$ cat src/sv/vpk0_pkg.sv
`timescale 1ns / 1ps
`default_nettype none

package vpk0_pkg;

  localparam int HISTORY_DEPTH = 65536;
  localparam int HIST_AW       = $clog2(HISTORY_DEPTH);
  localparam int DIST_W        = HIST_AW + 1;
  localparam int NODE_POOL     = 64;
  localparam int NODE_AW       = $clog2(NODE_POOL);
  localparam int NODE_CW       = $clog2(NODE_POOL + 1);
  localparam int STACK_DEPTH   = 20;
  localparam int STACK_AW      = $clog2(STACK_DEPTH);
  localparam int STACK_CW      = $clog2(STACK_DEPTH + 1);
  localparam int MAX_BYTES     = 32;
  localparam int BCNT_W        = $clog2(MAX_BYTES + 1);
  localparam int BQ_DEPTH      = 2 * MAX_BYTES;
  localparam int BQ_AW         = $clog2(BQ_DEPTH);
  localparam int SV_W          = 36;

  localparam logic CMD_SUPPLY = 1'b0;
  localparam logic CMD_DRAIN  = 1'b1;

  typedef enum logic [1:0] {
    ERR_NONE       = 2'd0,
    ERR_OVERFLOW   = 2'd1,
    ERR_EMPTY_TREE = 2'd2,
    ERR_BAD_OFFSET = 2'd3
  } err_e;

  typedef enum logic [3:0] {
    PH_MAGIC, PH_SIZE, PH_METHOD, PH_OTREE, PH_OLEAF, PH_LTREE, PH_LLEAF,
    PH_FLAG, PH_LITERAL, PH_WALK, PH_FIELD, PH_DONE, PH_ERROR
  } phase_e;

  typedef enum logic [1:0] {
    SUB_FIRST, SUB_SECOND, SUB_LEN
  } sub_e;

  typedef enum logic [1:0] {
    E_IDLE, E_RUN, E_NODE, E_COPY
  } eng_e;

  typedef enum logic [2:0] {
    S_FINISH, S_LIT, S_COPY, S_DONE, S_ACT, S_SHIFT
  } step_e;

  typedef enum logic [1:0] {
    B_IDLE, B_LOAD, B_HOLD
  } back_e;

  typedef struct packed {
    logic        cmd;
    logic [15:0] word;
  } in_item_t;

  typedef struct packed {
    logic [7:0] out_byte;
    logic       byte_valid;
    logic       last;
    logic       more_pending;
    logic       done_res;
    logic [1:0] error_code;
  } out_item_t;

  typedef struct packed {
    logic [BCNT_W-1:0] count;
    logic              more;
    logic              done;
    err_e              err;
  } status_t;

  typedef struct packed {
    logic               leaf;
    logic [NODE_AW-1:0] left;
    logic [NODE_AW-1:0] right;
    logic [7:0]         value;
  } node_t;

endpackage

`default_nettype wire

$ cat src/sv/vpk0_emit.sv
`timescale 1ns / 1ps
`default_nettype none

module vpk0_emit (
  input  wire                logic clk_i,
  input  wire                logic rst_ni,
  input  wire                logic st_push_i,
  input  wire vpk0_pkg::status_t   st_i,
  input  wire                logic bq_push_i,
  input  wire                logic [7:0] bq_byte_i,
  output logic                     space_ok_o,
  output logic                     out_valid_o,
  input  wire                logic out_stall_i,
  output vpk0_pkg::out_item_t      out_item_o
);

  logic [7:0]                 bq_mem [vpk0_pkg::BQ_DEPTH];
  logic [7:0]                 bq_rd_q;
  logic [vpk0_pkg::BQ_AW:0]   wptr_q, rptr_q, rptr_d, bq_used;
  logic                       rd_en;

  vpk0_pkg::status_t sq_q [2];
  logic              sq_head_q, sq_tail_q;
  logic [1:0]        sq_cnt_q;
  logic              pop;
  vpk0_pkg::status_t head;

  vpk0_pkg::back_e     b_q, b_d;
  vpk0_pkg::out_item_t out_q, out_d;
  logic [vpk0_pkg::BCNT_W-1:0] rem_q, rem_d;

  assign bq_used    = wptr_q - rptr_q;
  assign space_ok_o = (bq_used <= (vpk0_pkg::BQ_AW + 1)'(vpk0_pkg::MAX_BYTES)) &&
                      (sq_cnt_q != 2'd2);
  assign head       = sq_q[sq_head_q];

  always_ff @(posedge clk_i) begin
    if (bq_push_i) begin
      bq_mem[wptr_q[vpk0_pkg::BQ_AW-1:0]] <= bq_byte_i;
    end
    if (rd_en) begin
      bq_rd_q <= bq_mem[rptr_q[vpk0_pkg::BQ_AW-1:0]];
    end
  end

  always_ff @(posedge clk_i) begin
    if (st_push_i) begin
      sq_q[sq_tail_q] <= st_i;
    end
  end

  always_comb begin
    b_d = b_q;
    unique case (b_q)
      vpk0_pkg::B_IDLE: begin
        if (sq_cnt_q != 2'd0) begin
          b_d = (head.count == '0) ? vpk0_pkg::B_HOLD : vpk0_pkg::B_LOAD;
        end
      end
      vpk0_pkg::B_LOAD: b_d = vpk0_pkg::B_HOLD;
      vpk0_pkg::B_HOLD: begin
        if (!out_stall_i) begin
          b_d = out_q.last ? vpk0_pkg::B_IDLE : vpk0_pkg::B_LOAD;
        end
      end
      default: b_d = vpk0_pkg::B_IDLE;
    endcase
  end

  always_comb begin
    out_d  = out_q;
    rem_d  = rem_q;
    rptr_d = rptr_q;
    rd_en  = 1'b0;
    pop    = 1'b0;
    unique case (b_q)
      vpk0_pkg::B_IDLE: begin
        if (sq_cnt_q != 2'd0) begin
          if (head.count == '0) begin
            out_d.out_byte     = '0;
            out_d.byte_valid   = 1'b0;
            out_d.last         = 1'b1;
            out_d.more_pending = head.more;
            out_d.done_res     = head.done;
            out_d.error_code   = head.err;
          end else begin
            rd_en  = 1'b1;
            rptr_d = rptr_q + 1'b1;
            rem_d  = head.count;
          end
        end
      end
      vpk0_pkg::B_LOAD: begin
        out_d.out_byte     = bq_rd_q;
        out_d.byte_valid   = 1'b1;
        out_d.last         = rem_q == vpk0_pkg::BCNT_W'(1);
        out_d.more_pending = head.more;
        out_d.done_res     = head.done;
        out_d.error_code   = head.err;
        rem_d              = rem_q - 1'b1;
      end
      vpk0_pkg::B_HOLD: begin
        if (!out_stall_i) begin
          if (out_q.last) begin
            pop = 1'b1;
          end else begin
            rd_en  = 1'b1;
            rptr_d = rptr_q + 1'b1;
          end
        end
      end
      default: ;
    endcase
  end

  assign out_valid_o = b_q == vpk0_pkg::B_HOLD;
  assign out_item_o  = out_q;

  always_ff @(posedge clk_i) begin
    out_q <= out_d;
  end

  always_ff @(posedge clk_i or negedge rst_ni) begin
    if (!rst_ni) begin
      b_q       <= vpk0_pkg::B_IDLE;
      rem_q     <= '0;
      wptr_q    <= '0;
      rptr_q    <= '0;
      sq_head_q <= 1'b0;
      sq_tail_q <= 1'b0;
      sq_cnt_q  <= 2'd0;
    end else begin
      b_q    <= b_d;
      rem_q  <= rem_d;
      rptr_q <= rptr_d;
      if (bq_push_i) begin
        wptr_q <= wptr_q + 1'b1;
      end
      if (st_push_i) begin
        sq_tail_q <= ~sq_tail_q;
      end
      if (pop) begin
        sq_head_q <= ~sq_head_q;
      end
      sq_cnt_q <= sq_cnt_q + {1'b0, st_push_i} - {1'b0, pop};
    end
  end

endmodule

`default_nettype wire

$ cat config.mk
export PLATFORM = sky130hd
export DESIGN_NAME = vpk0_emit
export DESIGN_NICKNAME = d
export VERILOG_FILES = /design/src/sv/vpk0_pkg.sv /design/src/sv/vpk0_emit.sv
export SDC_FILE = /design/constraint.sdc
export NUM_CORES = 1
export LEC_CHECK = 0
export BUFFER_PORTS_ARGS = -buffer_cell sky130_fd_sc_hd__buf_2
export CELL_PAD_IN_SITES_DETAIL_PLACEMENT = 0
export CELL_PAD_IN_SITES_GLOBAL_PLACEMENT = 1
export CORE_UTILIZATION = 43
export CTS_BUF_LIST = sky130_fd_sc_hd__clkbuf_16
export DETAILED_ROUTE_END_ITERATION = 10
export PLACE_DENSITY_LB_ADDON = 0.1
export SYNTH_ARGS = -nofsm -noshare
export SYNTH_HDL_FRONTEND = slang
export SYNTH_SLANG_ARGS = --single-unit
$ cat constraint.sdc
create_clock -name clk_i -period 3.1 [get_ports clk_i]
set_input_delay 0.62 -clock clk_i [delete_from_list [all_inputs] [get_ports clk_i]]
set_output_delay 0.62 -clock clk_i [all_outputs]
set_load 0.03 [all_outputs]
==> out/results.tsv, run 1 <==
stage	metric	value	unit
floorplan	width of the die	233	µm
clock_network	number of setup buffers added after CTS	0	
sta	slew at the pin closest to its max-slew limit	0.989	ns
synthesis	most common library cells after synthesis	sky130_fd_sc_hd__edfxtp_1, sky130_fd_sc_hd__mux4_2, sky130_fd_sc_hd__nor2_1, sky130_fd_sc_hd__nand2_1, sky130_fd_sc_hd__a22oi_1	
floorplan	die area	54100	µm²
layout	synthesis-to-finish area growth	15.7	%
floorplan	Initial Utilization	43.5	%
sta	final-report max-slew violation count	0	
worst_setup_path	type of element capturing the critical path	output port	
synthesis	synth unique cells	56	
clock_network	source-to-sink clock delay at the later pin of the worst-skew pair	0.63	ns
synthesis	Yosys Warn Count	0	
grt	pin count of the biggest net entering global routing	65	
clock_network	maximum buffer depth of the clock tree	3	
floorplan	vertical die dimension	233	µm
detailed_routing	wire length reported by the detailed router	53600	µm
sta	shortest clock period the worst path allows after layout	3.62	ns
synthesis	dominant combinational cell family by area after synthesis	multiplexers	
synthesis	area fraction of the dominant cell type after synthesis	72.8	%
worst_hold_path	kind of path behind the tightest hold check	input port to asynchronous set/reset pin	
clock_network	clock input transition at the sequential cells of the worst setup and hold paths	0.06	ns
sta	worst-case headroom to the max-slew limit	34.1	%
place	Port Buffers	38	
grt	wire length of the first global-routing pass	78700	µm
synthesis	share of synthesized area spent on multiplexers	13.7	%
layout	final core area utilization	50.3	%
sta	final worst setup slack	-0.517	ns
worst_setup_path	worst reg-to-reg setup slack	0.15	ns
sta	peak clock frequency supported by timing	276	MHz
sta	clock skew after layout	0.0242	ns
grt	total overflow reported by the global router	0	
floorplan	site row count	84	
floorplan	area of the core	52600	µm²
synthesis	Synth async-reset ratio	4.48	%
worst_setup_path	Critical Path AT	3.00	ns
synthesis	Seq/Total Area, Yosys	75.7	%
run_status	violations in the final reports	setup timing	
grt	total routing resource utilization after global routing	20.4	%
layout	area taken by flip-flops and latches	17300	µm²
synthesis	most repeated cell in the gate-level netlist after synthesis	sky130_fd_sc_hd__edfxtp_1	
place	placed instance area	24600	µm²
synthesis	fraction of the mapped netlist area in adder cells	0.657	%
clock_network	post-cts hold buffer count	0	
clock_network	clk root buf	sky130_fd_sc_hd__clkbuf_16	
power_and_ir_drop	worst supply voltage drop on vdd	0.000632	V
worst_setup_path	type of origin of the critical path	flop	
sta	number of hold-slack violations in the final timing report	0	
synthesis	fraction of synthesized cell area in xor and xnor cells	0.728	%
worst_setup_path	worst setup path class	flop to output port	
clock_network	count of clock tree sinks	580	
layout	final non-filler cell area	26400	µm²
sta	post-route clock period utilization	117	%
detailed_routing	Vias per Instance	5.53	
layout	layout cell share with drive strength beyond 1	27.3	%
synthesis	Post-Syn Instances	1140	
synthesis	synthesized area	22900	µm²
grt	via count of the first global-routing pass	11700	
synthesis	compound-cell area share of the yosys netlist	3.56	%
layout	Final nets	1351	
sta	Setup-failing EPs final	1	
detailed_routing	number of iterations in the first detailed-routing pass	5	
clock_network	H-tree levels	2	
place	final weighted congestion in routability-driven placement	0.793	
synthesis	post-synthesis average cell area	20.0	µm²
detailed_routing	detailed router's first-iteration violation count	836	
worst_setup_path	Required @ worst endpoint	2.48	ns
synthesis	cell type contributing the most total cell area after synthesis	sky130_fd_sc_hd__edfxtp_1	
synthesis	Post-synth EDFFs	554	
power_and_ir_drop	Power, Total	23700	µW
synthesis	nets in the synthesized netlist	1175	
synthesis	post-synthesis sequential element count	580	
grt	antenna violations before repair	0	
detailed_routing	number of DRC violations after detailed routing	0	
sta	unrepaired setup endpoints after global routing	yes	
place	Post-DP HPWL	33700	µm
detailed_routing	post-detailed-route wirelength per cell	26.1	µm
power_and_ir_drop	Leakage Power	0.00880	µW
layout	Filler cells	4284	
run	Max-Cap Viols	0	
detailed_routing	number of routed nets with antenna violations	0	
synthesis	top_reg_cell synth	sky130_fd_sc_hd__edfxtp_1	
power_and_ir_drop	power per cell area	894	nW/µm²
floorplan	I/O pin count	39	
detailed_routing	total via count after detailed routing	11300	
synthesis	Synth area leaders	sky130_fd_sc_hd__edfxtp_1, sky130_fd_sc_hd__mux4_2, sky130_fd_sc_hd__dfrtp_1	
layout	Multi-input gate area	5220	µm²
synthesis	synthesized-area fraction occupied by and/or/nand/nor cells	4.07	%
worst_setup_path	Max Fanout on Critical Path	2	
clock_network	CTS tree	done	
run_status	outcome	finished, violations left	
clock_network	number of CTS-inserted buffers	59	
## layout by cell type, fill, tap and decap left out, types with 7 or more instances in the layout
| cell type | instances |
|---|---|
| sky130_fd_sc_hd__a21oi_1 | 20 |
| sky130_fd_sc_hd__a22o_1 | 7 |
| sky130_fd_sc_hd__a22oi_1 | 32 |
| sky130_fd_sc_hd__and2_1 | 10 |
| sky130_fd_sc_hd__buf_2 | 37 |
| sky130_fd_sc_hd__buf_4 | 125 |
| sky130_fd_sc_hd__clkbuf_16 | 59 |
| sky130_fd_sc_hd__clkinv_1 | 14 |
| sky130_fd_sc_hd__clkinv_2 | 8 |
| sky130_fd_sc_hd__dfrtp_1 | 23 |
| sky130_fd_sc_hd__edfxtp_1 | 554 |
| sky130_fd_sc_hd__ha_1 | 12 |
| sky130_fd_sc_hd__inv_1 | 24 |
| sky130_fd_sc_hd__mux2i_1 | 23 |
| sky130_fd_sc_hd__mux4_1 | 15 |
| sky130_fd_sc_hd__mux4_2 | 108 |
| sky130_fd_sc_hd__nand2_1 | 36 |
| sky130_fd_sc_hd__nand2b_1 | 7 |
| sky130_fd_sc_hd__nand3_1 | 9 |
| sky130_fd_sc_hd__nor2_1 | 89 |
| sky130_fd_sc_hd__nor2b_1 | 8 |
| sky130_fd_sc_hd__nor3_1 | 8 |
| sky130_fd_sc_hd__o21ai_1 | 9 |
| sky130_fd_sc_hd__o22ai_1 | 13 |
| sky130_fd_sc_hd__or3_1 | 9 |
| sky130_fd_sc_hd__xnor2_1 | 10 |
| sky130_fd_sc_hd__xor2_1 | 9 |
## sequential cells by signal, indices dropped and copies added (netlist names)
signal / flops
sq_head_q: 1
rptr_q: 7
rem_q: 6
bq_mem: 512
sq_cnt_q: 2
sq_q: 20
sq_tail_q: 1
b_q: 2
bq_rd_q: 8
wptr_q: 7
out_item_o: 14
## critical path: stages (launching register included)
cell	delay, ns
sky130_fd_sc_hd__dfrtp_4	0.48
sky130_fd_sc_hd__inv_2	0.06
sky130_fd_sc_hd__ha_1	0.22
sky130_fd_sc_hd__nor2b_1	0.13
sky130_fd_sc_hd__o21a_1	0.18
sky130_fd_sc_hd__or4_4	0.50
sky130_fd_sc_hd__a21oi_4	0.14
sky130_fd_sc_hd__nor3_1	0.08
sky130_fd_sc_hd__nor4_4	0.28
sky130_fd_sc_hd__buf_4	0.19
sky130_fd_sc_hd__buf_6	0.13
## final timing paths
check,from,to,depth (start not counted)
worst min-delay path,rst_ni,rem_q[5],1
worst max-delay path,rptr_q[1],space_ok_o,10
worst min register to register,sq_tail_q,sq_tail_q,1
worst max register to register,rptr_q[0],bq_rd_q[5],7
max in group asynchronous,rst_ni,rptr_q[0],1
min in group clk_i,st_i[3],sq_q[1][3],1
## layer usage
metal  track usage [%]  routed length, µm  part of all wire, %
met1              28.7              23800                   44
met2              33.1              26100                   49
met3              3.03               2590                  4.8
met4              5.76               1090                  2.0
met5                 0                  0                    0
## power breakdown
group | switching [µW] | internal, µW | total, µW
Sequential | 292 | 9300 | 9590
Clock | 2950 | 3850 | 6800
Combinational | 4220 | 3040 | 7270
## through the flow
stage	hold slack, ns	std cells	worst slack [ns]	TNS [ns]
floorplan	0.324	1140	-0.0941	-0.0941
global placement	0.471	1943	0.0552	0
detailed placement	0.472	1943	0.0611	0
CTS	0.0401	2050	-0.544	-0.544
global route	0.0748	2050	-0.612	-0.612
finish	0.0496	2051	-0.517	-0.517
## cell families (layout without fill, tap and decap cells)
family                     count (synthesis)  count (layout)
AOI/OAI and AO/OA                        116             116
xor gates and xnor gates                  19              19
adders and majority gates                 12              12
buffers and inverters                     63             285
DFF                                      580             580
muxes                                    152             152
other                                      0               1
and+or+nand+nor                          198             198
## cell type report
type | count | share of cell area (%)
antenna | 1 | 0.00946
clock buffer | 59 | 5.58
clock inverter | 48 | 1.34
inverter | 12 | 0.170
multi-input combinational | 497 | 19.7
sequential | 580 | 65.4
tap | 688 | 3.25
timing repair buffer | 166 | 4.52
## timing repair
action	CTS	global route
resized for setup	4	1
cloned	0	0
endpoints found under the hold margin	0	0
endpoints found under the setup margin	1	1
(Power assumes the default switching activity.)
==> inputs of run 2 (changes only) <==
--- a/config.mk
+++ b/config.mk
@@ -12,6 +12,7 @@
 export CTS_BUF_LIST = sky130_fd_sc_hd__clkbuf_16
 export DETAILED_ROUTE_END_ITERATION = 10
 export PLACE_DENSITY_LB_ADDON = 0.1
+export SKIP_LAST_GASP = 1
 export SYNTH_ARGS = -nofsm -noshare
 export SYNTH_HDL_FRONTEND = slang
 export SYNTH_SLANG_ARGS = --single-unit
==> constraint.sdc (replaced) <==
create_clock -name clk_i -period 3.1 [get_ports clk_i]
set_input_delay 0.62 -clock clk_i [delete_from_list [all_inputs] [get_ports clk_i]]
set_output_delay 0.62 -clock clk_i [all_outputs]
set_load 0.02 [all_outputs]
==> run 2 against run 1 <==
- the run still ends with setup timing left
- critical path type unchanged
- clock skew down 0.0069 ns
- non-clock buffer count unchanged
- first-iteration DRC count up 3.5%
- sequential share of layout area down 0.40 points
- largest cell class unchanged
==> out/results.tsv, run 2 (synthesized netlist as in run 1, its figures left out) <==
stage	metric	value	unit	change
clock_network	clock input transition at the sequential cells of the worst setup and hold paths	0.06	ns	about the same
sta	final worst setup slack	-0.607	ns	-0.0894 ns
layout	flip-flop count of the largest register after layout	512		unchanged
run_status	violations in the final reports	setup timing		
clock_network	CTS tree	done		
floorplan	die area	54100	µm²	unchanged
worst_setup_path	worst setup path class	flop to output port		
clock_network	number of setup buffers added after CTS	0		unchanged
worst_setup_path	critical-path cell list	inv_2 -> ha_1 -> nor2b_1 -> o21a_1 -> or4_1 -> a21oi_2 -> nor3_1 -> nor4_4 -> buf_2		
worst_setup_path	type of origin of the critical path	flop		
sta	Setup-failing EPs final	1		unchanged
layout	Final nets	1352		+0.074%
grt	wire length of the first global-routing pass	78300	µm	-0.44%
layout	n_diodes	0		-1
floorplan	I/O pin count	39		unchanged
power_and_ir_drop	worst supply voltage drop on vdd	0.000594	V	-5.9%
worst_setup_path	Max Fanout on Critical Path	2		unchanged
detailed_routing	total via count after detailed routing	11300		-0.19%
sta	post-route clock period utilization	120	%	+2.9 points
clock_network	post-cts hold buffer count	0		unchanged
clock_network	number of CTS-inserted buffers	60		+1.7%
run	Max-Cap Viols	0		unchanged
clock_network	clk root buf	sky130_fd_sc_hd__clkbuf_16		
sta	Setup Total Neg Slack	-0.607	ns	-0.0894 ns
floorplan	vertical die dimension	233	µm	unchanged
detailed_routing	post-detailed-route wirelength per cell	25.9	µm	-0.89%
worst_setup_path	slowest CP cell	sky130_fd_sc_hd__dfrtp_4		
grt	antenna violations before repair	0		unchanged
sta	final-report max-slew violation count	0		unchanged
grt	total routing resource utilization after global routing	20.3	%	-0.13 points
layout	non-filler instance count after layout	2053		+0.098%
clock_network	Resized cells post-CTS	0		-4
place	Port Buffers	38		unchanged
layout	Filler cells	4290		+0.14%
floorplan	area of the core	52600	µm²	unchanged
place	number of instances in the placed design	1943		unchanged
worst_setup_path	type of element capturing the critical path	output port		
worst_setup_path	critical path's largest stage delay	0.48	ns	-0.02 ns
run_status	outcome	finished, violations left		
grt	pin count of the biggest net entering global routing	65		unchanged
grt	via count of the first global-routing pass	11700		+0.39%
worst_setup_path	Required @ worst endpoint	2.48	ns	about the same
layout	commonest cells after routing, fill and taps aside	sky130_fd_sc_hd__edfxtp_1, sky130_fd_sc_hd__buf_4, sky130_fd_sc_hd__mux4_2, sky130_fd_sc_hd__nor2_1, sky130_fd_sc_hd__clkbuf_16		
sta	peak clock frequency supported by timing	270	MHz	-2.4%
detailed_routing	number of routed nets with antenna violations	0		unchanged
clock_network	H-tree levels	2		unchanged
sta	worst-case headroom to the max-slew limit	32.6	%	-1.5 points
detailed_routing	Vias per Instance	5.51		-0.28%
clock_network	source-to-sink clock delay at the later pin of the worst-skew pair	0.62	ns	about the same
floorplan	site row count	84		unchanged
sta	shortest clock period the worst path allows after layout	3.71	ns	+0.0894 ns
layout	layout cell share with drive strength beyond 1	28.2	%	+0.89 points
power_and_ir_drop	power per cell area	901	nW/µm²	+0.73%
layout	synthesis-to-finish area growth	16.4	%	
sta	number of hold-slack violations in the final timing report	0		unchanged
clock_network	maximum buffer depth of the clock tree	3		unchanged
detailed_routing	detailed router's first-iteration violation count	865		+3.5%
place	pre-CTS setup slack	0.0483	ns	-0.0128 ns
detailed_routing	wire length reported by the detailed router	53100	µm	-0.80%
clock_network	count of clock tree sinks	580		unchanged
sta	final hold slack	0.0447	ns	-0.00493 ns
worst_setup_path	Critical Path AT	3.09	ns	+0.09 ns
sta	clock skew after layout	0.0173	ns	-0.00688 ns
sta	slew at the pin closest to its max-slew limit	1.01	ns	+0.0184 ns
detailed_routing	number of iterations in the first detailed-routing pass	5		unchanged
place	Post-DP HPWL	34100	µm	+1.1%
place	final weighted congestion in routability-driven placement	0.813		+2.4%
sta	unrepaired setup endpoints after global routing	yes		
detailed_routing	number of DRC violations after detailed routing	0		unchanged
grt	total overflow reported by the global router	0		unchanged
floorplan	width of the die	233	µm	unchanged
floorplan	Initial Utilization	43.5	%	unchanged
layout	commonest non-fill, non-tap cell in the layout	sky130_fd_sc_hd__edfxtp_1		
worst_hold_path	kind of path behind the tightest hold check	input port to asynchronous set/reset pin		
power_and_ir_drop	Leakage Power	0.00885	µW	+0.63%
==> run 2: changes by cell type in the layout (fill, tap and decap cells not counted), sizes merged <==
cell      change
bufinv        +1
clkinv        +5
clkbuf        +3
inv           -9
diode         -1
clkinvlp      +3
==> run 2: power breakdown <==
group	leakage (µW)	total (µW)	internal, µW	switching (µW)
clock	0.000978	7120	4120	2990
combinational	0.00256	7260	3100	4160
sequential	0.00531	9600	9300	303
==> run 2: metal layers <==
metal | vias to the layer above | share of wire (%) | GRT usage (%)
li1 | 5046 | - | -
met1 | 5925 | 45 | 28.2
met2 | 271 | 49 | 33.1
met3 | 72 | 4.3 | 3.00
met4 | 0 | 2.4 | 6.13
met5 | - | 0 | 0
==> run 2: final cells by class <==
cell class / count / area, µm² / area share [%]
Clock buffer: 62 / 1550 / 5.83
Timing Repair Buffer: 166 / 1240 / 4.66
Sequential cell: 580 / 17300 / 65.0
Clock inverter: 48 / 414 / 1.56
Inverter: 12 / 45.0 / 0.169
Tap cell: 688 / 861 / 3.24
Multi-Input combinational cell: 497 / 5200 / 19.6
==> run 2: path summary, 6_finish.rpt <==
path,from,endpoint,slack [ns],depth (start not counted)
worst max register to register,rptr_q[0],bq_rd_q[3],0.28,8
worst min-delay path,rst_ni,rem_q[4],0.04,1
worst max-delay path,rptr_q[1],space_ok_o,-0.61,9
worst min register to register,sq_tail_q,sq_tail_q,0.48,1
min in group clk_i,st_i[8],sq_q[1][8],0.19,1
max in group asynchronous,rst_ni,rptr_q[0],2.52,1
==> run 2: per-stage QoR <==
| step | util, % | area, µm² | total power, µW |
|---|---|---|---|
| finish | 50.6 | 26600 | 24000 |
| global route | 50.6 | 26600 | 25000 |
| CTS | 50.6 | 26600 | 24300 |
| detailed placement | 46.9 | 24600 | 17100 |
| global placement | 46.9 | 24600 | 17100 |
| floorplan | - | 22900 | 14500 |
==> run 2: worst max-delay path: cells and delay by family (launching register included) <==
kind                     cells  cell delay [ns]
AO/OA/AOI/OAI                2             0.33
buffers and inverters        2             0.31
flip-flops                   1             0.48
adder cells (fa/ha/maj)      1             0.23
AND/OR/NAND/NOR              4             1.12
